File: config.mk
export PLATFORM = sky130hd
export DESIGN_NAME = npr_ctrl
export DESIGN_NICKNAME = d
export VERILOG_FILES = /design/src/hw/rtl/npr_pkg.sv /design/src/hw/rtl/npr_ctrl.sv
export SDC_FILE = /design/constraint.sdc
export NUM_CORES = 1
export LEC_CHECK = 0
export ABC_AREA = 1
export BUFFER_PORTS_ARGS = -buffer_cell sky130_fd_sc_hd__buf_2
export CORE_AREA = 2 2 39 41
export CTS_CLUSTER_SIZE = 20
export DETAILED_ROUTE_END_ITERATION = 7
export DIE_AREA = 0 0 41 43
export PLACE_DENSITY = 0.73
export SLEW_MARGIN = 20
export SYNTH_ARGS = -nofsm -noshare
export SYNTH_HDL_FRONTEND = slang
export SYNTH_SLANG_ARGS = --single-unit
export TNS_END_PERCENT = 5
File: constraint.sdc
create_clock -name i_clk -period 1.4 [get_ports i_clk]
set_input_delay 0.21 -clock i_clk [delete_from_list [all_inputs] [get_ports i_clk]]
set_output_delay 0.21 -clock i_clk [all_outputs]
set_load 0.005 [all_outputs]
File: src/hw/rtl/npr_pkg.sv
`timescale 1ns / 1ps

package npr_pkg;

    // Default store depth for the target palette and the index mapping
    localparam int PALETTE_ENTRIES_DEF = 256;

    // Fixed field widths
    localparam int CH_W    = 8;   // color channel
    localparam int IDX8_W  = 8;   // entry index, mapped index
    localparam int CNT_W   = 9;   // target count register
    localparam int DIST_W  = 10;  // Manhattan distance, at most 3 * 255
    localparam int CH_SHIFT = 2;  // 8-bit image channel down to 6-bit space

    // Largest distance code, above any real distance
    localparam logic [DIST_W-1:0] DIST_MAX = '1;

    typedef enum logic [1:0] {
        OP_LOAD  = 2'd0,
        OP_CLEAR = 2'd1,
        OP_MAP   = 2'd2,
        OP_REMAP = 2'd3
    } t_opcode;

    // Commands from controller to datapath
    typedef struct packed {
        logic accept;       // latch request payload
        logic tgt_wr;       // write target palette entry
        logic scan_start;   // reset search state
        logic scan_step;    // issue one target read and advance
        logic latch_map;    // capture mapping read data as result
        logic res_pass;     // result is the request index itself
        logic map_wr;       // write result into the index mapping
        logic map_wr_zero;  // mapping write goes to entry 0
        logic valid_clear;  // drop every mapping entry
        logic out_load;     // move result into the output register
    } t_ctl_cmd;

    // Status from datapath to controller
    typedef struct packed {
        logic live_zero;      // no target entries searched
        logic in_idx_ok;      // request index lies inside the store
        logic reg_idx_ok;     // latched index lies inside the store
        logic scan_last;      // current read is the last target entry
        logic out_free;       // output register can take a result
    } t_dp_sts;

endpackage

File: src/hw/rtl/npr_ctrl.sv
`timescale 1ns / 1ps

module npr_ctrl (
    input  logic              i_clk,
    input  logic              i_rst_n,
    input  logic              i_in_valid,
    output logic              o_in_stall,
    input  logic [1:0]        i_opcode,
    input  npr_pkg::t_dp_sts  i_sts,
    output npr_pkg::t_ctl_cmd o_cmd
);

    import npr_pkg::*;

    typedef enum logic [4:0] {
        S_IDLE   = 5'b00001,
        S_SEARCH = 5'b00010,
        S_FINISH = 5'b00100,
        S_MAPRD  = 5'b01000,
        S_COMMIT = 5'b10000
    } t_state;

    t_state   r_state, n_state;
    t_opcode  r_op, n_op;
    t_ctl_cmd cmd;
    logic     accept;

    assign o_in_stall = (r_state != S_IDLE);
    assign accept     = i_in_valid && (r_state == S_IDLE);

    // Sequence each request
    always_comb begin
        cmd     = '0;
        n_state = r_state;
        n_op    = r_op;
        case (r_state)
            S_IDLE: begin
                if (accept) begin
                    cmd.accept = 1'b1;
                    n_op       = t_opcode'(i_opcode);
                    case (t_opcode'(i_opcode))
                        OP_LOAD: begin
                            cmd.tgt_wr = i_sts.in_idx_ok;
                        end
                        OP_CLEAR: begin
                            cmd.valid_clear = 1'b1;
                            if (!i_sts.live_zero) begin
                                cmd.scan_start = 1'b1;
                                n_state        = S_SEARCH;
                            end
                        end
                        OP_MAP: begin
                            if (i_sts.live_zero) begin
                                cmd.res_pass = 1'b1;
                                n_state      = S_COMMIT;
                            end else begin
                                cmd.scan_start = 1'b1;
                                n_state        = S_SEARCH;
                            end
                        end
                        OP_REMAP: begin
                            if (i_sts.live_zero || !i_sts.in_idx_ok) begin
                                cmd.res_pass = 1'b1;
                                n_state      = S_COMMIT;
                            end else begin
                                n_state = S_MAPRD;
                            end
                        end
                        default: begin
                            n_state = S_IDLE;
                        end
                    endcase
                end
            end
            S_SEARCH: begin
                cmd.scan_step = 1'b1;
                if (i_sts.scan_last) begin
                    n_state = S_FINISH;
                end
            end
            S_FINISH: begin
                // Last compare lands at the end of this cycle
                n_state = S_COMMIT;
            end
            S_MAPRD: begin
                cmd.latch_map = 1'b1;
                n_state       = S_COMMIT;
            end
            S_COMMIT: begin
                if (r_op == OP_CLEAR) begin
                    cmd.map_wr      = 1'b1;
                    cmd.map_wr_zero = 1'b1;
                    n_state         = S_IDLE;
                end else if (i_sts.out_free) begin
                    cmd.out_load = 1'b1;
                    cmd.map_wr   = (r_op == OP_MAP) && !i_sts.live_zero &&
                                   i_sts.reg_idx_ok;
                    n_state      = S_IDLE;
                end
            end
            default: begin
                n_state = S_IDLE;
            end
        endcase
    end

    assign o_cmd = cmd;

    // Hold state
    always_ff @(posedge i_clk) begin
        if (!i_rst_n) begin
            r_state <= S_IDLE;
            r_op    <= OP_LOAD;
        end else begin
            r_state <= n_state;
            r_op    <= n_op;
        end
    end

endmodule

==> results.txt, run 1 <==
Dividing the detail-routed via count by the number of cells gives 4.70. The synthesized netlist devotes 8.37% of its cell area to adder and majority cells. The HPWL after detailed placement is 1.01 mm.

The first global-routing pass estimated 2.06 mm of wire. The routed wire length on met2 was 630 um; the met3 wire length was 75 um. The run gives -0.0871 ns as the least setup slack across all paths after layout.

Setup repair after global routing could not meet its margin everywhere. Clock tree synthesis inserted a total of 3 buffers. Clock latency on the worst-skew pair, taken at its later pin, is 0.27 ns. Of the cells placed in the final design, the portion with a size suffix greater than 1 is 40.2%. Measured in cells, the most critical reg-to-reg path has a length of 7. The detailed-routing wirelength on met1 was 483 um.

STA puts the critical path data arrival time at 1.28 ns. The final net count was 132; the routability congestion estimate from global placement was 0.723. Along the worst path, the maximum fanout reaches 5.

Excluding fillers, the count of instances in the completed layout stands at 133. The routed design could run at a clock period as short as 1.49 ns. The worst setup path is launched from a register. By area the synthesized netlist is led by sky130_fd_sc_hd__dfxtp_1, sky130_fd_sc_hd__inv_1, sky130_fd_sc_hd__nor2_1. The number of buffers inserted by port buffering works out to 20. The height of the die was 43 um. During I/O placement, the number of pins put on the boundary was 21. The count of different cell masters after synthesis is 21. Global routing consumed, over all layers together, 17.9% of the routing resources. The terminating pin of the worst hold path is r_op[1]$_SDFFE_PN0P_. For the synthesized instance count, the log shows 90. The average wire per cell in the routed design was 9.19 um; the mux contribution to synthesized area was 0%. The number of buffers and inverters on the critical path was 1.

Setup violations remaining at the end of the flow were counted as 6. Highest routing layer actually used: met4. Traced cell by cell, the critical path runs through nor2_4 -> nand2_4 -> nor2_8 -> nand2_4 -> nor3b_2 -> buf_2.

Cell class contributing the biggest share of worst-path delay: simple AND/OR/NAND/NOR gates. The tightest min-delay check is of the in2reg type. The synthesized netlist devotes 0% of its cell area to XOR and XNOR gates.

For this design the ratio of total power to cell area is 1740 mW/mm^2. In this run the deepest clock path goes through 2 buffers. The number of nets in the synthesized netlist is 104. The tool flagged a number of max-cap violations equal to 0. For the top achievable clock speed, the log shows 672 MHz. 0 antenna diodes ended up in the layout. sky130_fd_sc_hd__dfxtp_1 takes more of the synthesized area than any other cell. The count of nets left with antenna violations once routing finished came out at 0. The final reports fail on negative setup slack.

The tree is rooted in a sky130_fd_sc_hd__clkbuf_4. The start-to-end type of the worst setup path is reg2out. The largest single stage delay on the critical path is 0.33 ns. For this run, the number of Yosys warnings is 0.

The vias after detailed routing is 625. The logs give 0 for the count of endpoints failing hold in the final timing report and 0 for the final max-slew violation count. The number of levels in the clock H-tree is 1. The floorplan has 14 rows.

The die boundary width is 41 um, and the fraction of post-synthesis cell area in the top cell type by area is 23.4%. The maximum number of pins on one net before global-route repair is 6. In this run the critical register-to-register path is captured at r_op[0]$_SDFFE_PN0P_. The placed instance area is 726 sq um, and the placed cell count is 127.

The slowest stage of the critical path belongs to the cell sky130_fd_sc_hd__dfxtp_2. After global routing the overflow that remains totals 0. The run finished, with violations left. The analysis attributes to cell leakage a power of 0.429 nW. At the pin with the least slew margin, the transition time is 0.241 ns. The synthesized flop and latch total was 7. The maximum vdd ir drop is 0.000775 V, and the number of global-route vias before repair is 540. The most numerous cell on the critical path was sky130_fd_sc_hd__nand2_4.

The post-CTS clock slew at the launch and capture registers of the worst setup and hold paths was 0.05 ns; the area enclosed by the die boundary was 0.00176 sq mm. The register area share after synthesis was 23.4%; the post-cts hold buffer count was 0. The worst setup path is captured at an output port. In this run the worst setup path begins at r_state[3]$_SDFFE_PN0P_. Counting instances, the worst hold path has a depth of 3.

After detailed routing, the number of remaining DRC violations is 0. After synthesis, the largest family of logic cells by area is simple AND/OR/NAND/NOR gates. The worst hold path begins at i_rst_n.

The synthesized netlist devotes 9.21% of its cell area to compound gates. TritonCTS built the clock tree. The post-route clock skew is 0.00523 ns. The remaining max-slew budget at the tightest pin is 83.8%.

The beginning of the worst register-to-register path was r_state[3]$_SDFFE_PN0P_. Of the total synthesized cell area, the portion taken by AND, OR, NAND and NOR gates is 46.4%. The share of the core filled with cells in the final layout was 56.7%; the cell area after technology mapping was 598 sq um. Summing all non-filler instances in the final layout gives an area of 785 sq um.

The core region is 0.00138 sq mm. Of the available clock period, the critical path in the final layout requires 106%. For the worst setup path, the data required time is 1.19 ns. The number of antenna violations at the first check in global routing was 0. After detailed routing, the total wire length is 1.22 mm. The layout has 133 filler cells.

The first detailed-routing pass took 4 iterations. Counting every sink on the clock net gives 7. The initial cell density of the core was 43.2%.

For the first-iteration detailed-routing DRC count, the log shows 4. Relative to the synthesized area, the layout overhead comes to 31.2%. The average cell area after synthesis was 6.65 sq um. The worst register-to-register path has a setup slack of 0.24 ns.
## worst max-delay path by stage
| stage | end | slack [ns] | depth (start not counted) |
|---|---|---|---|
| after floorplan | o_cmd[7] | 0.23 | 5 |
| after global placement | o_cmd[7] | 0.13 | 6 |
| after detailed placement | r_state[1]$_SDFFE_PN0P_ | 0.1 | 10 |
| after CTS | o_cmd[7] | -0.11 | 6 |
| after global routing | o_cmd[7] | -0.15 | 6 |
| final | o_cmd[7] | -0.09 | 6 |
## routing by layer
metal  vias to the layer above  global-route usage, %
met1                       264                   18.0
met2                        20                   28.7
met5                         -                      0
met3                         3                   7.85
met4                         0                   10.0
li1                        338                      -
## area by class of cell
type	instances	area, sq um	share of cell area [%]
Inverter	20	75.1	9.57
Multi-Input combinational cell	63	398	50.7
Timing Repair Buffer	23	123	15.6
Sequential cell	7	143	18.2
Tap cell	16	20.0	2.55
Clock buffer	4	26.3	3.35
## flip-flops by register name, summed over array words and instances, names as in the netlist
| register | flops |
|---|---|
| r_op | 2 |
| r_state | 5 |
## cells by family after synthesis
family,count (synthesis)
simple gates,48
buf+inv,20
flops,7
compound gates,11
fa+ha+maj,4
## where the power goes
group | internal [mW] | switching, mW | leakage, nW
Combinational | 0.350 | 0.512 | 0.356
Clock | 0.109 | 0.0838 | 0.0150
Sequential | 0.266 | 0.0405 | 0.0585
Total | 0.725 | 0.637 | 0.429
## cells in the final DEF (no fill, tap or decap), types with 2 or more instances in the layout
cell type	instances
sky130_fd_sc_hd__a21oi_1	5
sky130_fd_sc_hd__buf_2	20
sky130_fd_sc_hd__buf_4	3
sky130_fd_sc_hd__clkbuf_4	3
sky130_fd_sc_hd__dfxtp_1	5
sky130_fd_sc_hd__dfxtp_2	2
sky130_fd_sc_hd__ha_1	4
sky130_fd_sc_hd__inv_1	17
sky130_fd_sc_hd__inv_2	3
sky130_fd_sc_hd__nand2_1	10
sky130_fd_sc_hd__nand2_4	3
sky130_fd_sc_hd__nand3_1	5
sky130_fd_sc_hd__nor2_1	13
sky130_fd_sc_hd__nor2_2	6
sky130_fd_sc_hd__nor3_1	2
sky130_fd_sc_hd__o21ai_0	3
sky130_fd_sc_hd__o21ai_1	3
## worst reg2reg max path: stages, from the launching register on
cell	delay, ns
sky130_fd_sc_hd__dfxtp_2	0.33
sky130_fd_sc_hd__nor2_4	0.14
sky130_fd_sc_hd__nand2_4	0.08
sky130_fd_sc_hd__nor2_8	0.11
sky130_fd_sc_hd__nand2_4	0.08
sky130_fd_sc_hd__buf_4	0.15
sky130_fd_sc_hd__o21ai_1	0.12
sky130_fd_sc_hd__a21oi_1	0.05
## timing repair
| action | CTS | global route |
|---|---|---|
| setup endpoints to repair | 9 | 10 |
| buffers inserted | 2 | 0 |
| gates resized for setup | 5 | 3 |
| pin swaps | 2 | 0 |
## metrics by stage
stage	total power [mW]	TNS [ns]	setup slack, ns	hold WS (ns)
global route	1.49	-0.783	-0.146	0.230
detailed placement	1.12	0	0.0993	0.461
floorplan	0.908	0	0.229	0.352
CTS	1.36	-0.334	-0.106	0.223
finish	1.36	-0.210	-0.0871	0.229
global placement	1.11	0	0.127	0.457
## Yosys cell counts
library cell,n
sky130_fd_sc_hd__nor2_2,5
sky130_fd_sc_hd__nor3_2,1
sky130_fd_sc_hd__a21oi_1,5
sky130_fd_sc_hd__nand2_4,2
sky130_fd_sc_hd__nor2_4,1
sky130_fd_sc_hd__ha_1,4
sky130_fd_sc_hd__nor3_1,2
sky130_fd_sc_hd__nor2_8,1
sky130_fd_sc_hd__nor3b_2,1
sky130_fd_sc_hd__nand3_4,1
sky130_fd_sc_hd__o21ai_0,3
sky130_fd_sc_hd__nor2_1,14
sky130_fd_sc_hd__o21ai_1,3
sky130_fd_sc_hd__nor4_1,1
sky130_fd_sc_hd__nand2_1,11
sky130_fd_sc_hd__inv_1,19
sky130_fd_sc_hd__dfxtp_1,7
sky130_fd_sc_hd__inv_2,1
sky130_fd_sc_hd__nand4_1,1
sky130_fd_sc_hd__nand2_2,1
sky130_fd_sc_hd__nand3_1,6
Note: power is estimated with default switching activity, not from simulation.
==> run 2, diff against run 1 <==
- MAX_ROUTING_LAYER: default -> met4
==> results.txt, run 2 (synthesis results as in run 1) <==
The flow ran to the end, but the final reports show violations. The checks that failed: negative setup slack. The tools report the internal power as 725 uW (about the same). The cell at the root of the clock tree is sky130_fd_sc_hd__clkbuf_4. The number of antenna violations at the first check in global routing is 0 (unchanged).

The tools report the number of clock buffers inserted by TritonCTS as 3 (unchanged). The residual antenna-violating net count after detailed routing is 0 (unchanged). The global routing usage on met1 came out at 18.0% (unchanged). The part of the total power dissipated in combinational logic is 63.4% (about the same), and the total number of clock tree sinks is 7 (unchanged).

The logs give 2.05 mm (-0.34%) for the first-pass GRT wire length and 21 (unchanged) for the I/O pin count. The final max-slew violation count came out at 0 (unchanged). The required time at the endpoint of the critical path came out at 1.19 ns (about the same). The post-cts hold buffer count is 0 (unchanged). The area growth from synthesis to layout is 31.2% (unchanged), and the post-CTS clock slew at the launch and capture registers of the worst setup and hold paths is 0.05 ns (about the same). The post-route minimum period is 1.49 ns (-0.00108 ns).

The maximum root-to-sink buffer count is 2 (unchanged), and the longest individual stage delay on the worst path is 0.33 ns (about the same). The tools report the flip-flop and latch area as 143 sq um (unchanged). The top cell types in the final layout, fill and taps aside, are sky130_fd_sc_hd__buf_2, sky130_fd_sc_hd__inv_1, sky130_fd_sc_hd__nor2_1, sky130_fd_sc_hd__nand2_1, sky130_fd_sc_hd__nor2_2. The library cell used most frequently in the layout, excluding fill and tap cells, is sky130_fd_sc_hd__buf_2. The slew at the pin closest to its max-slew limit was 0.241 ns (unchanged). The final net count was 132 (unchanged). The mean number of vias per cell was 4.71 (+0.16%).

Start-to-end type of the worst setup path: reg2out. The number of flip-flops under the largest register name was 5 (unchanged). The remaining routing DRC violations came out at 0 (unchanged).

Busiest layer in global routing: met2. Path category of the worst min-delay check: in2reg. The largest registers in the layout are r_state (5), r_op (2). The share of layout cells above drive strength 1 was 40.2% (unchanged). Met2 usage: 28.7% (unchanged). The tools report the type of element capturing the critical path as an output port.

The routability congestion estimate from global placement is 0.731 (+1.2%), and the number of buffers inserted by port buffering is 20 (unchanged). The power share of the clock group is 14.1% (about the same). The tools report the routing usage on met3 as 6.28% (-1.6 points). The logs give 1.28 ns (about the same) for the data arrival time of the worst path and 0.00138 sq mm (unchanged) for the area of the placeable core. TritonCTS built the clock tree.

The area enclosed by the die boundary came out at 0.00176 sq mm (unchanged). For the first-pass detailed-route iteration total, the log shows 4 (unchanged). The logs give 43.2% (unchanged) for the initial cell density of the core and 6 (unchanged) for the setup-violating endpoint count in the final report. Counting stages on the worst path, the most repeated cell is sky130_fd_sc_hd__nand2_4. The fraction of the cycle the final worst path needs works out to 106% (about the same).

The tools report the global-route usage over all layers as 18.0% (+0.13 points). The logs give 673 MHz (about the same) for the top achievable clock speed and 626 (+0.16%) for the vias after detailed routing. The routed wire length was 1.22 mm (-0.41%).

The count of endpoints failing hold in the final timing report is 0 (unchanged). For the number of max-cap violations, the log shows 0 (unchanged). For the number of inserted diodes, the log shows 0 (unchanged). Setup repair after global routing could not meet its margin everywhere. The average wire per cell in the routed design was 9.15 um (-0.41%). The power density normalized to cell area is 1740 mW/mm^2 (about the same), and the post-layout instance area is 785 sq um (unchanged).

For the HPWL after detailed placement, the log shows 1.01 mm (unchanged). Sequential group share of total power: 22.5% (about the same). The reported leakage power came out at 0.429 nW (unchanged). The least setup slack across all paths after layout was -0.0860 ns (+0.00108 ns); the maximum net fanout on the critical path was 5 (unchanged).

The switching power total is 636 uW (-0.12%), and the total power of the final layout is 1.36 mW (about the same). Layout filler cell count: 133 (unchanged). Aggregate global routing overflow: 0 (unchanged).

The die boundary width came out at 41 um (unchanged). The slowest cell on the critical path was sky130_fd_sc_hd__dfxtp_2. The number of levels in the clock H-tree is 1 (unchanged), and the number of global-route vias before repair is 548 (+1.5%). The post-route clock skew was 0.00518 ns (-0.0000541 ns). The register with the most flip-flops in the final layout is r_state. The tools report the tightest hold margin as 0.230 ns (+0.00117 ns).

Traced cell by cell, the critical path runs through nor2_4 -> nand2_4 -> nor2_8 -> nand2_4 -> nor3b_2 -> buf_2. The net switching share of the total power was 46.7% (about the same). The run gives 0.000773 V (-0.27%) as the maximum vdd ir drop. Placement row count: 14 (unchanged). The remaining max-slew budget at the tightest pin was 83.8% (unchanged); the share of the core filled with cells in the final layout was 56.7% (unchanged). The placed instance area is 726 sq um (unchanged). The worst setup path is launched from a register. The tools report the area taken by multi-input logic gates as 398 sq um (unchanged). The tools report the insertion delay of the later-clocked pin in the worst-skew pair as 0.26 ns (about the same). The first-iteration detailed-routing DRC count is 4 (unchanged). The height of the die is 43 um (unchanged), and the maximum number of pins on one net before global-route repair is 6 (unchanged).
==> run 2: path summary, 6_finish.rpt <==
path | endpoint | cells after the start | slack, ns | startpoint
worst max-delay path | o_cmd[7] | 6 | -0.09 | r_state[3]$_SDFFE_PN0P_
worst min-delay path | r_op[1]$_SDFFE_PN0P_ | 3 | 0.23 | i_rst_n
worst max register to register | r_op[0]$_SDFFE_PN0P_ | 7 | 0.24 | r_state[3]$_SDFFE_PN0P_
worst min register to register | r_op[1]$_SDFFE_PN0P_ | 2 | 0.48 | r_op[1]$_SDFFE_PN0P_
==> run 2: cell type report <==
type                    count  area share [%]
clock buffers               4            3.35
multi-input cells          63            50.7
flip-flops and latches      7            18.2
repair buffers             23            15.6
inverters                  20            9.57
well taps                  16            2.55
==> run 2: metrics by stage <==
step / setup slack [ns] / setup TNS, ns / std cells
finish: -0.0860 / -0.204 / 133
global route: -0.141 / -0.728 / 133
CTS: -0.106 / -0.334 / 133
detailed placement: 0.0993 / 0 / 127
global placement: 0.127 / 0 / 127
floorplan: 0.229 / 0 / 90
==> run 2: critical path: cells and delay by family, from the launching register on <==
family | cells | cell delay (ns)
buffers and inverters | 1 | 0.13
AND/OR/NAND/NOR | 5 | 0.56
flip-flops | 1 | 0.33
==> run 2: repair_timing <==
item	4_1_cts	5_1_grt
endpoints found under the setup margin	9	10
hold endpoints to repair	0	0
buffers inserted	2	0
gates resized for setup	5	3
pin swaps	2	0
==> run 2: metal layers <==
layer	vias to the layer above	part of all wire (%)
met1	264	40
met5	-	0
met4	0	3.0
met3	4	5.8
met2	20	52
li1	338	-
==> run 2: power by group through the flow <==
stage / registers [mW] / clock network (mW) / logic [mW]
after global routing: 0.313 / 0.208 / 0.967
after global placement: 0.304 / 0 / 0.807
final: 0.306 / 0.192 / 0.863
after detailed placement: 0.305 / 0 / 0.811
after floorplan: 0.299 / 0 / 0.609
after CTS: 0.302 / 0.198 / 0.862
==> run 3, diff against run 2 <==
- ABC_AREA: 1 -> default
- PLACE_DENSITY: 0.73 -> 0.68
==> results.txt, run 3 <==
Count of endpoints failing hold in the final timing report: 0 (unchanged). The count of cells along the worst hold path works out to 3 (unchanged). The first-pass detailed-route iteration total was 4 (unchanged).

The insertion delay of the later-clocked pin in the worst-skew pair is 0.25 ns (about the same). Setup repair after global routing could not meet its margin everywhere. The number of cell instances on the worst register-to-register path came out at 5 (-2). The largest registers in the layout are r_state (5), r_op (2).

The register area share after synthesis was 26.0% (+2.6 points). The tools report the terminating pin of the worst hold path as r_state[2]$_SDFFE_PN0P_. The fraction of post-synthesis cell area in the top cell type by area was 26.0% (+2.6 points); the die boundary width was 41 um (unchanged). The share of the core filled with cells in the final layout came out at 60.8% (+4.2 points). The checks that failed: negative setup slack. For the maximum vdd ir drop, the log shows 0.000607 V (-21%). The tools report the first-pass GRT wire length as 2.34 mm (+14%). The synthesized instance count was 64 (-29%). The remaining max-slew budget at the tightest pin was 78.0% (-5.8 points). Slew at the pin closest to its max-slew limit: 0.322 ns (+0.0814 ns). The share of layout cells above drive strength 1 was 51.0% (+11 points); the first-iteration detailed-routing DRC count was 14 (+10). For the routed wire length, the log shows 1.42 mm (+17%).

The type of element capturing the critical path was an output port. The longest individual stage delay on the worst path was 0.33 ns (about the same); the number of buffers inserted by port buffering was 20 (unchanged). The logs give 1.28 ns (about the same) for the data arrival time of the worst path and 612 (-2.2%) for the vias after detailed routing. The synthesized flop and latch total works out to 7 (unchanged). The run gives 0.00176 sq mm (unchanged) as the area enclosed by the die boundary. The run gives 1.05 mm (+4.1%) as the HPWL after detailed placement. Origin of the worst min-delay path: i_sts[1].

The I/O pin count is 21 (unchanged). The height of the die came out at 43 um (unchanged). Slowest cell on the critical path: sky130_fd_sc_hd__dfxtp_2. By area the synthesized netlist is led by sky130_fd_sc_hd__dfxtp_1, sky130_fd_sc_hd__ha_1, sky130_fd_sc_hd__nand4b_4.

Initial cell density of the core: 38.9% (-4.3 points). The number of max-cap violations is 0 (unchanged), and the placed instance area is 733 sq um (+1.0%). For the total power of the final layout, the log shows 834 uW (-39%). The logs give 14 (unchanged) for the placement row count and 138 (+3.8%) for the layout filler cell count. The non-filler instance count after layout is 120 (-9.8%). The count of flip-flops with a built-in enable after synthesis was 0 (unchanged). The number of flip-flops under the largest register name was 5 (unchanged); the number of clock buffers inserted by TritonCTS was 3 (unchanged). sky130_fd_sc_hd__dfxtp_1 is the most common cell in the netlist. Post-route clock skew: 0.00555 ns (+0.000379 ns). The share of synthesized registers carrying an async set or reset is 0% (unchanged). Setup slack after placement: -0.186 ns (-0.285 ns).

The area of the placeable core was 0.00138 sq mm (unchanged); the least setup slack across all paths after layout was -0.0907 ns (-0.00464 ns). The start-to-end type of the worst setup path was reg2out. The mean number of vias per cell came out at 5.10 (+8.4%). The maximum net fanout on the critical path is 4 (-1). The total number of clock tree sinks came out at 7 (unchanged). The logs give 584 (+6.6%) for the number of global-route vias before repair and 0 (unchanged) for the remaining routing DRC violations. The average cell area after synthesis is 8.41 sq um (+27%). Synthesized net count: 78 (-25%).

Setup-violating endpoint count in the final report: 10 (+4). The maximum root-to-sink buffer count is 2 (unchanged), and the post-layout instance area is 842 sq um (+7.3%). The run gives 0 (unchanged) as the residual antenna-violating net count after detailed routing. Largest register by flop count: r_state. In the layout the commonest cells are sky130_fd_sc_hd__buf_2, sky130_fd_sc_hd__buf_4, sky130_fd_sc_hd__inv_1. For the cell area after technology mapping, the log shows 538 sq um (-10%). Largest area contributor in the synthesized netlist: sky130_fd_sc_hd__dfxtp_1. The slack of the worst reg-to-reg path was -0.03 ns (-0.27 ns).

The yosys synthesis warning count was 0 (unchanged); the number of levels in the clock H-tree was 1 (unchanged). The worst hold path belongs to the class in2reg. The placed cell count was 110 (-13%). Leading cell type in the layout, fill and taps excluded: sky130_fd_sc_hd__buf_2. For the aggregate global routing overflow, the log shows 0 (unchanged). The worst register-to-register path ends at r_state[4]$_SDFFE_PN0P_.

Final net count: 119 (-9.8%). The signal on the critical path passes through nor2_4 -> nand4_1 -> inv_1 -> and3_1 -> buf_2. Reported leakage power: 0.419 nW (-2.3%).

The post-route minimum period was 1.49 ns (+0.00464 ns); the fraction of the cycle the final worst path needs was 106% (+0.33 points). The tools report the cell at the root of the clock tree as sky130_fd_sc_hd__clkbuf_4. The commonest cells after synthesis are sky130_fd_sc_hd__dfxtp_1, sky130_fd_sc_hd__inv_1.

In this run the critical register-to-register path is launched from r_state[3]$_SDFFE_PN0P_. The number of inserted diodes is 0 (unchanged). The average wire per cell in the routed design was 11.9 um (+30%). The tools report the flip-flop and latch area as 146 sq um (+2.6%). The area taken by multi-input logic gates was 397 sq um (-0.31%).

The maximum number of pins on one net before global-route repair was 7 (+1); the global-route usage over all layers was 19.6% (+1.6 points). The required time at the endpoint of the critical path was 1.19 ns (about the same). The tools report the post-cts hold buffer count as 0 (unchanged). TritonCTS built the clock tree.

The power density normalized to cell area came out at 991 mW/mm^2 (-43%). The run finished, with violations left. Among all flip-flop cells after synthesis, the most frequent one is sky130_fd_sc_hd__dfxtp_1. The post-CTS clock slew at the launch and capture registers of the worst setup and hold paths works out to 0.05 ns (about the same). For the routability congestion estimate from global placement, the log shows 0.774 (+5.9%). The final max-slew violation count is 0 (unchanged). The count of different cell masters after synthesis is 32 (+52%), and the top achievable clock speed is 671 MHz (-0.31%). The number of antenna violations at the first check in global routing was 0 (unchanged); the area growth from synthesis to layout was 56.5%. Kind of launch point of the worst setup path: a register.
run 3: changes by cell type after synthesis, sizes merged, moves of 2 or more:
cell | before | now
a21oi | 5 | 1
and2 | 0 | 2
inv | 20 | 6
and3 | 0 | 2
nor2 | 21 | 5
nand3 | 7 | 3
nor2b | 0 | 2
nand2 | 14 | 3
nor3b | 1 | 3
run 3: timing repair:
item,4_1_cts,5_1_grt
setup endpoints to repair,9,12
pin swaps,5,2
setup buffers,4,2
gates resized for setup,8,6
run 3: worst max-delay path: cells and delay by family, from the launching register on:
family                 cells  cell delay [ns]
flip-flops                 1             0.33
buffers and inverters      2             0.24
AND/OR/NAND/NOR            3             0.46
run 3: cell type report:
class	count	area share (%)
repair buffers	36	27.3
clock buffers	4	3.12
flip-flops and latches	7	17.4
multi-input cells	51	47.1
inverters	6	2.67
well taps	16	2.38
run 3: per-layer routing:
layer	GRT usage, %	share of wire [%]	wire length [um]	vias up
met1	22.1	40	575	284
li1	-	-	-	315
met3	6.28	4.5	64	0
met4	2.00	0	0	0
met2	33.4	55	781	13
met5	-	0	0	-
run 3: worst max path at each step:
stage,startpoint,to,depth (start not counted)
6_report,r_state[3]$_SDFFE_PN0P_,o_cmd[8],5
4_1_cts,r_state[3]$_SDFFE_PN0P_,o_cmd[8],5
3_3_place_gp,i_opcode[0],r_state[4]$_SDFFE_PN0P_,7
3_5_place_dp,i_opcode[0],r_state[4]$_SDFFE_PN0P_,7
5_1_grt,r_state[3]$_SDFFE_PN0P_,o_cmd[8],5
2_1_floorplan,i_opcode[0],r_state[4]$_SDFFE_PN0P_,6
run 3: kinds of logic (layout without fill, tap and decap cells):
family                     count (synthesis)  after routing  share of synthesized area, %
AOI/OAI and AO/OA                         14             14                          18.8
xor gates and xnor gates                   1              1                          1.63
and+or+nand+nor                           31             31                          37.9
muxes                                      1              1                          2.09
adders and majority gates                  4              4                          9.30
DFF                                        7              7                          26.0
buffers and inverters                      6             46                          4.19
run 3: power breakdown:
part	internal, mW	switching (mW)
clock	0.109	0.0738
combinational	0.202	0.182
sequential	0.232	0.0357
run 3: through the flow:
step | hold WS, ns | setup TNS [ns]
floorplan | 0.328 | 0
global placement | 0.456 | -0.198
detailed placement | 0.458 | -0.310
CTS | 0.191 | -0.403
global route | 0.209 | -1.45
finish | 0.193 | -0.450
